File: src/design/sktis_pkg.sv
// Shared constants and types for the sorted key table search block.
`default_nettype none
package sktis_pkg;
	localparam int TABLE_DEPTH = 64;
	localparam int KEY_BITS = 14;
	localparam int IDX_BITS = $clog2(TABLE_DEPTH);
	localparam int CNT_BITS = $clog2(TABLE_DEPTH + 1);
	localparam int NUM_BITS = KEY_BITS + IDX_BITS;
	localparam int DIV_STEPS = NUM_BITS;
	localparam int DCNT_BITS = $clog2(DIV_STEPS + 1);

	localparam logic [1:0] CMD_CLEAR = 2'd0;
	localparam logic [1:0] CMD_INSERT = 2'd1;
	localparam logic [1:0] CMD_SEARCH = 2'd2;

	typedef struct packed {
		logic                wr_en;
		logic [IDX_BITS-1:0] wr_addr;
		logic [KEY_BITS-1:0] wr_data;
		logic                rd_en;
		logic [IDX_BITS-1:0] rd_addr;
	} mem_req_t;
endpackage
`default_nettype wire

File: src/design/sktis_mem.sv
// Key storage: one write port, one registered read port.
`default_nettype none
module sktis_mem
	import sktis_pkg::*;
(
	input  wire logic                clk,
	input  wire mem_req_t            req,
	output logic      [KEY_BITS-1:0] rd_data
);
	logic [KEY_BITS-1:0] mem [TABLE_DEPTH];

	always_ff @(posedge clk) begin
		if (req.wr_en) begin
			mem[req.wr_addr] <= req.wr_data;
		end
		if (req.rd_en) begin
			rd_data <= mem[req.rd_addr];
		end
	end
endmodule
`default_nettype wire

File: src/design/sktis_div.sv
// Restoring divider: ceiling quotient, one bit per cycle.
`default_nettype none
module sktis_div
	import sktis_pkg::*;
(
	input  wire logic                clk,
	input  wire logic                arst_n,
	input  wire logic                start,
	input  wire logic [NUM_BITS-1:0] num,
	input  wire logic [KEY_BITS-1:0] den,
	output logic                     done,
	output logic      [NUM_BITS-1:0] quot_ceil
);
	logic [NUM_BITS-1:0]  quo_q;
	logic [NUM_BITS-1:0]  num_q;
	logic [KEY_BITS:0]    rem_q;
	logic [KEY_BITS-1:0]  den_q;
	logic [DCNT_BITS-1:0] cnt_q;
	logic                 busy_q;
	logic [KEY_BITS:0]    trial;
	logic [KEY_BITS:0]    shifted;

	assign shifted = {rem_q[KEY_BITS-1:0], num_q[NUM_BITS-1]};
	assign trial = shifted - {1'b0, den_q};

	always_ff @(posedge clk or negedge arst_n) begin
		if (!arst_n) begin
			busy_q <= 1'b0;
			done <= 1'b0;
			cnt_q <= '0;
		end else begin
			done <= 1'b0;
			if (start) begin
				busy_q <= 1'b1;
				cnt_q <= DCNT_BITS'(DIV_STEPS);
			end else if (busy_q) begin
				cnt_q <= cnt_q - 1'b1;
				if (cnt_q == DCNT_BITS'(1)) begin
					busy_q <= 1'b0;
					done <= 1'b1;
				end
			end
		end
	end

	always_ff @(posedge clk) begin
		if (start) begin
			num_q <= num;
			den_q <= den;
			rem_q <= '0;
			quo_q <= '0;
		end else if (busy_q) begin
			num_q <= {num_q[NUM_BITS-2:0], 1'b0};
			if (!trial[KEY_BITS]) begin
				rem_q <= trial;
				quo_q <= {quo_q[NUM_BITS-2:0], 1'b1};
			end else begin
				rem_q <= shifted;
				quo_q <= {quo_q[NUM_BITS-2:0], 1'b0};
			end
		end
	end

	assign quot_ceil = quo_q + NUM_BITS'(rem_q != '0);
endmodule
`default_nettype wire

File: src/design/sorted_key_table_interp_search.sv
// Top level: sorted key table with insertion and interpolation search.
//
//   channel | signals                              | dir
//   in      | in_valid in_stall cmd key            | in
//   out     | out_valid out_stall found position entries status | out
//
// Clear goes straight to the output register. An insert moves each larger entry
// through the memory (read, then write back one slot higher), then places the key,
// at slot 0 when every entry moves.
// Each search probe reads and checks the window ends, then, unless they decide the
// result, runs the divider and compares the probed entry.
// Reset empties the table at once; no clearing pass.
// in_stall is high from transfer until the result leaves the output register.
`default_nettype none
module sorted_key_table_interp_search
	import sktis_pkg::*;
(
	input  wire logic                clk,
	input  wire logic                arst_n,
	input  wire logic                in_valid,
	output logic                     in_stall,
	input  wire logic [1:0]          cmd,
	input  wire logic [KEY_BITS-1:0] key,
	output logic                     out_valid,
	input  wire logic                out_stall,
	output logic                     found,
	output logic      [IDX_BITS-1:0] position,
	output logic      [CNT_BITS-1:0] entries,
	output logic                     status
);
	typedef enum logic [10:0] {
		ST_IDLE  = 11'b00000000001,
		ST_IRD   = 11'b00000000010,
		ST_ICMP  = 11'b00000000100,
		ST_SRLO  = 11'b00000001000,
		ST_SRHI  = 11'b00000010000,
		ST_SCHK  = 11'b00000100000,
		ST_SDIV  = 11'b00001000000,
		ST_SPRB  = 11'b00010000000,
		ST_SCMP  = 11'b00100000000,
		ST_OUT   = 11'b01000000000,
		ST_IPUT  = 11'b10000000000
	} state_t;

	state_t              state_q;
	logic [CNT_BITS-1:0] count_q;
	logic [KEY_BITS-1:0] key_q;
	logic [IDX_BITS-1:0] j_q;
	logic [IDX_BITS-1:0] lo_q;
	logic [IDX_BITS-1:0] hi_q;
	logic [IDX_BITS-1:0] probe_q;
	logic [KEY_BITS-1:0] klo_q;
	logic [KEY_BITS-1:0] khi_q;
	mem_req_t            req;
	logic [KEY_BITS-1:0] rd_data;
	logic                div_start;
	logic                div_done;
	logic [NUM_BITS-1:0] div_num;
	logic [NUM_BITS-1:0] quot;
	logic [NUM_BITS:0]   probe_sum;
	logic [IDX_BITS-1:0] probe_c;

	sktis_mem u_mem (.clk(clk), .req(req), .rd_data(rd_data));

	assign div_num = NUM_BITS'(key_q - klo_q) * NUM_BITS'(hi_q - lo_q);
	sktis_div u_div (
		.clk(clk), .arst_n(arst_n), .start(div_start), .num(div_num),
		.den(khi_q - klo_q), .done(div_done), .quot_ceil(quot)
	);

	assign probe_sum = (NUM_BITS+1)'(lo_q) + (NUM_BITS+1)'(quot);
	assign probe_c = (probe_sum > (NUM_BITS+1)'(hi_q)) ? hi_q
		: probe_sum[IDX_BITS-1:0];

	assign in_stall = (state_q != ST_IDLE);
	assign div_start = (state_q == ST_SPRB) && !(key_q < klo_q || key_q > khi_q)
		&& (klo_q != khi_q);

	always_comb begin
		req = '0;
		case (state_q)
			ST_IRD: begin
				req.rd_en = 1'b1;
				req.rd_addr = j_q - 1'b1;
			end
			ST_ICMP: begin
				req.wr_en = 1'b1;
				req.wr_addr = j_q;
				req.wr_data = (rd_data > key_q) ? rd_data : key_q;
			end
			ST_IPUT: begin
				req.wr_en = 1'b1;
				req.wr_addr = j_q;
				req.wr_data = key_q;
			end
			ST_SRLO: begin
				req.rd_en = 1'b1;
				req.rd_addr = lo_q;
			end
			ST_SRHI: begin
				req.rd_en = 1'b1;
				req.rd_addr = hi_q;
			end
			ST_SDIV: begin
				req.rd_en = div_done;
				req.rd_addr = probe_c;
			end
			ST_IDLE: begin
				req.wr_en = in_valid && cmd == CMD_INSERT
					&& count_q == '0;
				req.wr_addr = '0;
				req.wr_data = key;
			end
			default: req = '0;
		endcase
	end

	always_ff @(posedge clk or negedge arst_n) begin
		if (!arst_n) begin
			state_q <= ST_IDLE;
			count_q <= '0;
			out_valid <= 1'b0;
		end else begin
			case (state_q)
				ST_IDLE: begin
					if (in_valid) begin
						key_q <= key;
						found <= 1'b0;
						position <= '0;
						lo_q <= '0;
						hi_q <= IDX_BITS'(count_q - 1'b1);
						j_q <= count_q[IDX_BITS-1:0];
						case (cmd)
							CMD_CLEAR: begin
								count_q <= '0;
								entries <= '0;
								status <= 1'b0;
								out_valid <= 1'b1;
								state_q <= ST_OUT;
							end
							CMD_INSERT: begin
								if (count_q == CNT_BITS'(TABLE_DEPTH)) begin
									entries <= count_q;
									status <= 1'b1;
									out_valid <= 1'b1;
									state_q <= ST_OUT;
								end else if (count_q == '0) begin
									count_q <= CNT_BITS'(1);
									entries <= CNT_BITS'(1);
									status <= 1'b0;
									out_valid <= 1'b1;
									state_q <= ST_OUT;
								end else begin
									entries <= count_q;
									status <= 1'b0;
									state_q <= ST_IRD;
								end
							end
							CMD_SEARCH: begin
								entries <= count_q;
								status <= 1'b0;
								if (count_q != '0) begin
									state_q <= ST_SRLO;
								end else begin
									out_valid <= 1'b1;
									state_q <= ST_OUT;
								end
							end
							default: begin
								entries <= count_q;
								status <= 1'b0;
								out_valid <= 1'b1;
								state_q <= ST_OUT;
							end
						endcase
					end
				end
				ST_IRD: state_q <= ST_ICMP;
				ST_ICMP: begin
					if (rd_data > key_q) begin
						j_q <= j_q - 1'b1;
						state_q <= (j_q == IDX_BITS'(1)) ? ST_IPUT : ST_IRD;
					end else begin
						position <= j_q;
						count_q <= count_q + 1'b1;
						entries <= count_q + 1'b1;
						out_valid <= 1'b1;
						state_q <= ST_OUT;
					end
				end
				ST_IPUT: begin
					position <= j_q;
					count_q <= count_q + 1'b1;
					entries <= count_q + 1'b1;
					out_valid <= 1'b1;
					state_q <= ST_OUT;
				end
				ST_SRLO: state_q <= ST_SRHI;
				ST_SRHI: begin
					klo_q <= rd_data;
					state_q <= ST_SCHK;
				end
				ST_SCHK: begin
					khi_q <= rd_data;
					state_q <= ST_SPRB;
				end
				ST_SPRB: begin
					if (key_q < klo_q || key_q > khi_q) begin
						out_valid <= 1'b1;
						state_q <= ST_OUT;
					end else if (klo_q == khi_q) begin
						found <= (key_q == klo_q);
						position <= (key_q == klo_q) ? lo_q : '0;
						out_valid <= 1'b1;
						state_q <= ST_OUT;
					end else begin
						state_q <= ST_SDIV;
					end
				end
				ST_SDIV: begin
					if (div_done) begin
						probe_q <= probe_c;
						state_q <= ST_SCMP;
					end
				end
				ST_SCMP: begin
					if (key_q == rd_data) begin
						found <= 1'b1;
						position <= probe_q;
						out_valid <= 1'b1;
						state_q <= ST_OUT;
					end else if (key_q < rd_data) begin
						if (probe_q == lo_q) begin
							out_valid <= 1'b1;
							state_q <= ST_OUT;
						end else begin
							hi_q <= probe_q - 1'b1;
							state_q <= ST_SRLO;
						end
					end else begin
						if (probe_q == hi_q) begin
							out_valid <= 1'b1;
							state_q <= ST_OUT;
						end else begin
							lo_q <= probe_q + 1'b1;
							state_q <= ST_SRLO;
						end
					end
				end
				ST_OUT: begin
					if (out_valid && !out_stall) begin
						out_valid <= 1'b0;
						state_q <= ST_IDLE;
					end
				end
				default: state_q <= ST_IDLE;
			endcase
		end
	end
endmodule
`default_nettype wire
File: config.mk
export PLATFORM = sky130hd
export DESIGN_NAME = sorted_key_table_interp_search
export DESIGN_NICKNAME = d
export VERILOG_FILES = /design/src/design/sktis_pkg.sv /design/src/design/sktis_mem.sv /design/src/design/sktis_div.sv /design/src/design/sorted_key_table_interp_search.sv
export SDC_FILE = /design/constraint.sdc
export NUM_CORES = 2
export LEC_CHECK = 0
export BUFFER_PORTS_ARGS = -buffer_cell sky130_fd_sc_hd__buf_2
export CAP_MARGIN = 20
export CORE_ASPECT_RATIO = 1.75
export CORE_MARGIN = 5
export CORE_UTILIZATION = 40
export CTS_CLUSTER_DIAMETER = 200
export DETAILED_ROUTE_END_ITERATION = 12
export PLACE_DENSITY = 0.57
export SYNTH_ARGS = -nofsm -noshare
export SYNTH_HDL_FRONTEND = slang
export SYNTH_HIERARCHICAL = 1
export SYNTH_SLANG_ARGS = --single-unit
export TNS_END_PERCENT = 50
File: constraint.sdc
create_clock -name clk -period 8.6 [get_ports clk]
set_input_delay 0.43 -clock clk [delete_from_list [all_inputs] [get_ports clk]]
set_output_delay 0.43 -clock clk [all_outputs]
set_load 0.02 [all_outputs]
==> metrics <==
outcome completed; Post-Place Cells 4830; Die X 278 um; Leakage 19.2 nW; setup TNS 0 ns; CTS Buffer Depth 3; Seq/Total Area, Yosys 64.0%; Slew Viols, Final 0; Mapped Cells 3163; design area 56300 um^2; post-cts gate resize count 0; post-synth top area cell edfxtp_1; CP endpoint kind flip-flop; Final Setup Violations 0; initial antenna violation count 6; worst path arrival time 7.95 ns; TritonCTS Sinks 1086; Min-Delay Path Class input port to flip-flop; CP max-delay cell mux4_2; Post-DP HPWL 88300 um; gr ovfl total 0; Synth top area share 61.3%; TritonCTS clock tree done; IO buf count 36; antenna-violating nets left 0; Critical Path Max Stage Delay 0.54 ns; CTS Buf Count 100; area post-placement 52900 um^2; Synth Register Bits 1086; DIE AREA 133000 um^2; DR iter-0 viols 1826; cell area after technology mapping 50200 um^2; WP data required 9.04 ns; Synth Warn # 6; Primary FF master, synth edfxtp_1; site row count 172; Remaining DRCs 0; share of post-route cells with drive strength above 1 19.3%; crit-path cells nor4_1 > nand4_1 > ha_1 > ha_1 > fa_1 > a21o_1 > a21oi_1 > xnor2_1 > ha_1 > a21o_1 > a21oi_1 > a21oi_1 > a2111oi_0 > nand4_1 > mux2i_1 > a21o_4 > buf_12 > buf_4 > mux4_2 > mux2i_1 > nand3_1 > a31oi_1 > a31oi_1; relative slew slack 24.1%; unique cell type count in the Yosys netlist 93; DRT Wirelength 128000 um; PwrDens 344 nW/um^2; H-Tree Depth 3; startpoint types flip-flop; Final period util 87.3%; ranking of synthesized cells by area edfxtp_1 (61%), mux4_2 (9.5%), ha_1 (3.6%), fa_1 (3.1%), nor2_1 (1.8%); Post-synth EDFFs 1025; Peak Freq 133 MHz; 1st-pass router iterations 5; setup bufs post-CTS 0; syn_nets 3403; fin crit period 7.51 ns; Slew @ Worst Pin 1.14 ns; final non-filler cell total 5036; final hold viol count 0; worst skew pair latency 0.71 ns; Clock Tree Root clkbuf_16; vias in the first global route 29300; nets 3536; commonest non-fill, non-tap cell in the layout edfxtp_1; asr flop ratio synth 2.39%; crit path kind flip-flop to flip-flop; RSZ-0062 raised after global routing no; Area Growth Syn to Fin 12.2%; Initial Util 40.1%; first-pass GRT wire length 190000 um; I/O pin count 37; GP Congestion 0.857; via count 27600; hold buffer count at cts 15; worst vdd ir 0.592 mV; WL/cell 25.5 um; Final Skew 0.0298 ns; largest net degree at the start of global routing 65; syn avg cell area 15.9 um^2; most frequent cells in the layout edfxtp_1 (1025), inv_1 (212), mux4_2 (212); Core Region 125000 um^2; Worst-path clk slew 0.07 ns; GRT Overall Usage 19.1%; Max-cap violations 0; Critical Path Fanout Max 26; DIE HEIGHT 479 um; vias per cell 5.49
where the power goes:
part | switching [mW] | leakage (nW) | internal, mW
Clock | 1.97 | 1.59 | 2.46
Combinational | 4.81 | 7.65 | 3.42
Sequential | 0.128 | 9.99 | 6.56
Total | 6.90 | 19.2 | 12.4
state kept, by name, indices dropped and copies added, names as in the netlist, 5 cells and up:
signal	flops
count_q	7
entries	7
hi_q	6
j_q	6
key_q	14
khi_q	14
klo_q	14
lo_q	6
position	6
probe_q	6
state_q	11
u_div/cnt_q	5
u_div/den_q	14
u_div/num_q	20
u_div/quo_q	20
u_div/rem_q	15
u_mem/mem	896
u_mem/rd_data	14
layer usage:
metal,up-vias,wire length [um],track usage [%]
met2,659,71500,36.8
li1,12400,-,-
met3,252,4630,2.61
met4,0,7430,9.56
met5,-,0,0
met1,14300,44900,20.3
cell usage after synthesis, drive strengths merged (25+ instances only):
cell / count
buf: 64
mux2i: 72
dfrtp: 25
nand4: 25
nor3: 50
ha: 143
edfxtp: 1025
mux2: 59
o22ai: 34
a211oi: 30
a21oi: 92
inv: 219
nor2b: 31
clkbuf: 69
nand3: 39
a22oi: 37
o21ai: 62
mux4: 223
xnor2: 68
nor2: 247
dfxtp: 35
and2: 28
fa: 77
xor2: 35
nand2: 118
layout make-up:
| cell class | instances | area (um^2) |
|---|---|---|
| Clock buffer | 118 | 2620 |
| Timing Repair Buffer | 164 | 1320 |
| Sequential cell | 1086 | 32100 |
| Antenna cell | 3 | 7.51 |
| Inverter | 220 | 826 |
| Multi-Input combinational cell | 1724 | 16700 |
| Tap cell | 1653 | 2070 |
| Fill cell | 10900 | 68700 |
| Clock inverter | 68 | 622 |
critical path: cells and delay by family (launching register included):
kind | cells | cell delay, ns
AND/OR/NAND/NOR | 4 | 1.29
flip-flops | 1 | 0.33
XOR/XNOR | 1 | 0.27
AO/OA/AOI/OAI | 9 | 2.05
adder cells (fa/ha/maj) | 4 | 1.34
multiplexers | 3 | 1.22
buffers and inverters | 2 | 0.69
path summary, 6_finish.rpt:
check	startpoint	end	slack (ns)	depth (start not counted)
max reg2reg	u_div/rem_q[4]	u_mem/rd_data[11]	1.09	23
min reg2reg	u_div/rem_q[4]	u_div/rem_q[4]	0.52	2
max	u_div/rem_q[4]	u_mem/rd_data[11]	1.09	23
max in group asynchronous	arst_n	state_q[0]	7.94	3
min	out_stall	state_q[9]	0.23	5
min in group asynchronous	arst_n	count_q[3]	0.30	3
logic make-up after synthesis:
family,share of synthesized area (%)
DFF,64.0
and+or+nand+nor,6.54
AOI/OAI and AO/OA,4.99
muxes,12.9
buffers and inverters,3.07
adders and majority gates,6.64
xor gates and xnor gates,1.84
per-stage QoR:
stage	worst slack, ns	hold slack [ns]	total power [mW]	utilization (%)
global placement	1.10	0.484	15.1	42.3
floorplan	2.21	0.134	12.9	-
global route	0.549	0.235	20.8	45.0
detailed placement	1.00	0.488	15.1	42.3
CTS	0.982	0.178	19.6	45.0
finish	1.09	0.228	19.4	45.0
No activity file was read; power rests on OpenSTA's default activity.
